**config.mk**
```make
export PLATFORM = sky130hd
export DESIGN_NAME = vtrp_front
export DESIGN_NICKNAME = d
export VERILOG_FILES = /design/src/vtrp_pkg.sv /design/src/vtrp_front.sv
export SDC_FILE = /design/constraint.sdc
export NUM_CORES = 1
export LEC_CHECK = 0
export BUFFER_PORTS_ARGS = -buffer_cell sky130_fd_sc_hd__buf_2
export CAP_MARGIN = 10
export CORE_ASPECT_RATIO = 0.8
export CORE_MARGIN = 2
export CORE_UTILIZATION = 34
export DETAILED_ROUTE_END_ITERATION = 12
export PLACE_DENSITY = 0.62
export SETUP_SLACK_MARGIN = 0.2
export SLEW_MARGIN = 20
export SYNTH_ARGS = -nofsm -noshare
export SYNTH_HDL_FRONTEND = slang
export SYNTH_SLANG_ARGS = --single-unit
```
**constraint.sdc**
```tcl
create_clock -name clk -period 6.55 [get_ports clk]
set_input_delay 1.31 -clock clk [delete_from_list [all_inputs] [get_ports clk]]
set_output_delay 1.31 -clock clk [all_outputs]
set_load 0.01 [all_outputs]
```
**src/vtrp_pkg.sv**
```systemverilog
// Shared types, codes and defaults of the triplet region panner.
package vtrp_pkg;

    localparam int MAX_REGIONS_DEF  = 64;
    localparam int MAX_CHANNELS_DEF = 64;
    localparam int COEF_BITS_DEF    = 24;
    localparam int SEARCH_CAP       = 64;
    localparam int QUEUE_DEPTH      = 2;
    localparam int CFG_IDX_W        = 2;
    localparam int CFG_DATA_W       = 8;

    localparam logic [1:0] REQ_LOAD_BASIS = 2'd0;
    localparam logic [1:0] REQ_LOAD_CHAN  = 2'd1;
    localparam logic [1:0] REQ_PAN        = 2'd2;
    localparam logic [1:0] REQ_UNUSED     = 2'd3;

    localparam logic [CFG_IDX_W-1:0] CFG_REGION_COUNT = 2'd0;
    localparam logic [CFG_IDX_W-1:0] CFG_SIGN_TOL     = 2'd1;

    typedef struct packed {
        logic [1:0]         req_type;
        logic [5:0]         region_index;
        logic [3:0]         entry_index;
        logic signed [23:0] load_value;
        logic signed [15:0] pos_x;
        logic signed [15:0] pos_y;
        logic signed [15:0] pos_z;
    } req_t;

    typedef struct packed {
        logic        found;
        logic [5:0]  hit_region;
        logic [5:0]  chan_a;
        logic [5:0]  chan_b;
        logic [5:0]  chan_c;
        logic [15:0] gain_a;
        logic [15:0] gain_b;
        logic [15:0] gain_c;
    } rsp_t;

    typedef struct packed {
        logic [6:0] region_count;
        logic [7:0] sign_tolerance;
    } cfg_t;

    typedef enum logic [3:0] {
        ST_IDLE,
        ST_READ,
        ST_DRAIN,
        ST_EVAL,
        ST_SHIFT,
        ST_SQUARE,
        ST_SQRT,
        ST_DIV,
        ST_CHAN,
        ST_EMIT
    } back_state_t;

endpackage

```
**src/vtrp_front.sv**
```systemverilog
// Front end: accepts items, drops unused request codes, queues the rest.
module vtrp_front import vtrp_pkg::*; (
    input  logic clk,
    input  logic rst_n,
    input  logic req_valid,
    output logic req_ready,
    input  req_t req,
    output logic q_valid,
    output req_t q_item,
    input  logic q_pop
);

    localparam int PW = (QUEUE_DEPTH > 1) ? $clog2(QUEUE_DEPTH) : 1;
    localparam int CW = $clog2(QUEUE_DEPTH + 1);

    req_t          slot_reg [QUEUE_DEPTH];
    logic [PW-1:0] wr_ptr_reg, wr_ptr_next;
    logic [PW-1:0] rd_ptr_reg, rd_ptr_next;
    logic [CW-1:0] count_reg, count_next;
    logic          push, pop;

    assign req_ready = (count_reg != CW'(QUEUE_DEPTH));
    assign q_valid   = (count_reg != '0);
    assign q_item    = slot_reg[rd_ptr_reg];

    // an unused request code is taken and dropped here
    assign push = req_valid && req_ready && (req.req_type != REQ_UNUSED);
    assign pop  = q_pop && q_valid;

    always_comb
    begin
        wr_ptr_next = wr_ptr_reg;
        rd_ptr_next = rd_ptr_reg;
        count_next  = count_reg;
        if (push)
        begin
            wr_ptr_next = (wr_ptr_reg == PW'(QUEUE_DEPTH - 1)) ? '0 : wr_ptr_reg + 1'b1;
        end
        if (pop)
        begin
            rd_ptr_next = (rd_ptr_reg == PW'(QUEUE_DEPTH - 1)) ? '0 : rd_ptr_reg + 1'b1;
        end
        if (push && !pop)
        begin
            count_next = count_reg + 1'b1;
        end
        else if (pop && !push)
        begin
            count_next = count_reg - 1'b1;
        end
    end

    always_ff @(posedge clk or negedge rst_n)
    begin
        if (!rst_n)
        begin
            wr_ptr_reg <= '0;
            rd_ptr_reg <= '0;
            count_reg  <= '0;
        end
        else
        begin
            wr_ptr_reg <= wr_ptr_next;
            rd_ptr_reg <= rd_ptr_next;
            count_reg  <= count_next;
        end
    end

    always_ff @(posedge clk)
    begin
        if (push)
        begin
            slot_reg[wr_ptr_reg] <= req;
        end
    end

endmodule

```
Yosys cells after proc, flatten, opt, wreduce, memory -nomap -nowiden
Memories as Yosys holds them, arrays and structs flattened. Cells that the tools add are included.

Memories kept: 1. Register bits: 4. Output and inout bits: 86. Bits of input ports: 88. Word-level logic and storage cells: 25. RAM bits: 168.

Reductions and logical operators: 9. Add/sub/neg operators: 4. Muxes and demuxes: 6. Equal/unequal tests: 2.

Memories: slot_reg (words 2, bits a word 84, read ports 1, clocked after Yosys merged registers in 0, wr ports 1, RTL line vtrp_front.sv:16) `req_t slot_reg [QUEUE_DEPTH];`.

Operator list (number): 1-bit logical AND (5); 1-bit 2-to-1 mux (4); 2-bit 2-to-1 mux (2); 2-bit != test (second input constant) (2); 2-bit nonzero test (2); 1-bit adder (second input constant) (2); 2-bit by 1-bit adder with 2-bit output (second input constant) (1); 1-bit logical NOT (2); 2-bit by 1-bit subtractor with 2-bit output (second input constant) (1).

Longest topological paths before layout
Depth after elaboration: 7. Gate-level depth with buffers: 7. Depth with buffers taken out: 7.

Least setup slack after synthesis
OpenSTA, ideal clock, no wires.

Path type: input -> register. Start: in req[82] (netlist bit). End: mem slot_reg[0][0] (netlist bit), enable pin. Data required time: 6.023 ns. Slack: 0.996 ns. Library setup time: 0.527 ns. Arrival: 5.026 ns. Stages: 3. Path buffers: 0. Cells stage by stage: nand2_1 nand3_1 nor2_1.

Cells in the longest elaborated chain, start to end: 4.

RTL lines: from (decl) (RTL line vtrp_front.sv:7) `input req_t req,`; 2-bit != test (RTL line vtrp_front.sv:27) `assign push = req_valid && req_ready && (req.req_type != REQ_UNUSED);`; 1-bit logical AND (RTL line vtrp_front.sv:27); 1-bit 2-to-1 mux (RTL line vtrp_front.sv:71) `if (push)`; 1-bit 2-to-1 mux (not written as such) (RTL line vtrp_front.sv:73) `slot_reg[wr_ptr_reg] <= req;`; to (decl) (RTL line vtrp_front.sv:16).

Every way passes these cells.

==> summary.txt <==
CTS
  • CTS tree: yes
  • Post-CTS Repair Setup Buffers: 0
  • Root buffer cell: clkbuf_16
  • Worst-path clk slew: approximately 0.06 ns
  • CTS H-tree lvls: 4
  • Clk_lat worst skew: 0.41 ns
  • CTS Hold Buffers Added: 0
  • CTS Buffer Depth: 2
  • Cts bufs inserted: 17
  • CTS resizes: 0
  • Clk sinks: around 170

Route
  • DRT Pass-1 Iters: 4
  • Length of routed wiring on met1: 5058 um
  • Residual antenna-violating net count after detailed routing: 0
  • Via count: around 3200
  • Metal3 WL: slightly below 900 um
  • Initial DRC count: 143
  • Number of vias per cell: approximately 4.4
  • Top Metal Used: met4
  • DRC violations left: 0
  • Met2 WL: about 5400 um
  • WL/cell: roughly 16 um
  • Final wirelength: 11550 um

Placed design
  • Input/output buffers: around 170
  • Dpl hpwl: 7702 um
  • Pre-CTS WS: 2.717 ns
  • Final Wtd Congestion: roughly 0.72
  • Placed insts: 679
  • Instance area at placement: around 7400 um2

Synth
  • Register area share after synthesis: 0.8206
  • Post-Syn Area: around 6300 um2
  • Synth unique cells: 16
  • Mapped Nets: 370
  • Mean Syn Cell Area: approximately 22 um2
  • #FFs+latches synth: around 170
  • Cells after Synth: 281
  • Syn. warnings: 0

Outcome
  • Status: completed

Critical path
  • Critical path buffers and inverters: 2
  • Crit path kind: reg -> out
  • Cell Chain, Critical Path: buf_12 -> mux2_1 -> buf_2
  • R2R cell count: 5
  • Worst reg2reg path startpoint: count_reg[0]$_DFFE_PN0P_
  • Startpoint Class: flip-flop
  • CP max FO: 47
  • Reg-to-Reg End: slot_reg[1][69]$_DFFE_PP_
  • Worst path max stage delay: 0.84 ns
  • Req. time, crit path: 5.24 ns
  • R2r setup slk: between 3 and 4 ns
  • CP Capture Type: output port
  • Worst path slowest cell: dfrtp_4
  • CP Data Arrival Time: between 2 and 2.5 ns
  • CP top delay family: flip-flops

Final layout
  • # nets final: roughly 560
  • Area Overhead vs Synth: 28.14%
  • Finished Layout Cells: between 700 and 800
  • Largest register FFs: 168
  • Layout cell share with drive strength beyond 1: 0.5083
  • Post-Layout Inst Area: between 8000 and 9000 um2
  • # diodes: 0
  • Utilization after layout: 0.4436

STA
  • Relative slew margins: 0.5479
  • Endpoints failing setup: 0
  • Final setup TNS: 0 ns
  • Final hold viol count: 0
  • Least-Margin Pin Slew: a little under 0.7 ns
  • Worst setup margin: roughly 3.1 ns
  • Slew Viols, Final: 0
  • Min Tclk post-route: roughly 3.4 ns
  • Fmax: 0.2902 GHz
  • Final Cycle Share: 0.5261
  • Worst Clk Skew: approximately 0.0083 ns
  • RSZ-0062 raised after global routing: false

Global route
  • Total Routing Usage GR: 0.1194
  • Gr ovfl total: 0
  • First-pass GRT wire length: 17230 um
  • Largest net degree at the start of global routing: 48
  • Vias in the first global route: between 3000 and 4000
  • Antenna violations before repair: 0

Floorplan
  • Die height: between 100 and 150 um
  • Core ar.: approximately 18000 um2
  • Die footprint: 19550 um2
  • Core Rows: 44
  • Starting Density: 0.3462
  • Die width: around 160 um
  • Top Ports: 174

Pwr
  • Power Dens Cells: between 400 and 500 nW/um2
  • Net switching power: 0.9597 mW
  • Int Pwr: 2.444 mW
  • Switching share of power: 0.2819
  • Combinational Power Share: 0.252
  • Sequential Power Share: 0.454
  • LEAKAGE: ~3 nW
  • Maximum vdd ir drop: ~0.0002 V
  • Clock power share: 0.294

Min path
  • Hold_sp: count_reg[1]$_DFFE_PN0P_
  • Hold Crit Depth: 1
  • WHS Endpoint: count_reg[1]$_DFFE_PN0P_
  • HP Class: reg -> reg

Job
  • MaxCap Viol Count: 0
[Yosys cell counts (all sizes together)]
library cell | number | share of area
nand2b | 1 | 0.0010
xnor2 | 3 | 0.0042
mux2 | 84 | 0.15
nand2 | 2 | 0.0012
xor2 | 2 | 0.0028
inv | 2 | 0.0012
buf | 9 | 0.013
edfxtp | 168 | 0.80
nor2 | 3 | 0.0018
ha | 1 | 0.0020
dfrtp | 4 | 0.016
or2 | 1 | 0.0010
nand3 | 1 | 0.00080
[power by group through the flow]
stage               combinational, mW  clock (mW)  sequential, mW
finish                          0.857        1.00            1.55
global route                    0.928        1.08            1.57
CTS                             0.870        1.04            1.55
detailed placement              0.863           0            1.57
global placement                0.790           0            1.61
floorplan                       0.587           0            1.52
[cell usage in the layout, fill, tap and decap left out]
cell        count
clkbuf_1        1
nor2_1          1
buf_2         173
nor2_4          2
buf_4           2
buf_12          3
clkbuf_16      17
bufinv_16       3
inv_6           4
clkinv_2        3
xnor2_1         3
mux2_1         50
inv_8           1
ha_1            1
clkinvlp_4      1
nand2b_1        1
edfxtp_1      168
inv_1           2
dfrtp_4         1
nand3_1         1
dfrtp_1         3
or2_2           1
nand2_1         2
clkinv_1        2
mux2_2         34
xor2_1          2
[per-layer routing]
metal,GRT usage,vias up
met4,0.04587,0
met2,0.1895,116
met5,0,-
met3,0.05303,15
met1,0.1436,1553
li1,-,1482
[layout make-up]
type | count | area (um2)
clock inverter | 14 | 166.4
fill | 1606 | 10080
timing repair buffer | 178 | 940.9
tap | 230 | 287.8
clock buffer | 18 | 429.2
inverter | 2 | 7.507
multi-input combinational | 98 | 1054
sequential | 172 | 5149
[worst max path at each step]
stage,from,to,slack [ns],cells past startpoint
after floorplan,req[82],slot_reg[0][0]$_DFFE_PP_,1.0,3
after global placement,req[82],slot_reg[1][74]$_DFFE_PP_,2.76,5
after detailed placement,req[83],slot_reg[0][75]$_DFFE_PP_,2.72,5
after CTS,rd_ptr_reg$_DFFE_PN0P_,q_item[44],3.01,3
after global routing,rd_ptr_reg$_DFFE_PN0P_,q_item[44],2.95,3
final,rd_ptr_reg$_DFFE_PN0P_,q_item[44],3.10,3
[cells by family after synthesis]
family                   Yosys count  synth area share
flip-flops                       172            0.8206
multiplexers                      84            0.1509
buffers and inverters             11           0.01377
AND/OR/NAND/NOR                    8          0.005788
XOR/XNOR                           5          0.006986
adder cells (fa/ha/maj)            1          0.001995
[stage by stage]
step | hold slack [ns] | total power [mW]
after floorplan | 0.4559 | 2.109
after global placement | 0.4749 | 2.401
after detailed placement | 0.4787 | 2.438
after CTS | 0.4940 | 3.461
after global routing | 0.5246 | 3.580
final | 0.4930 | 3.404
Note: power is estimated with default switching activity, not from simulation.
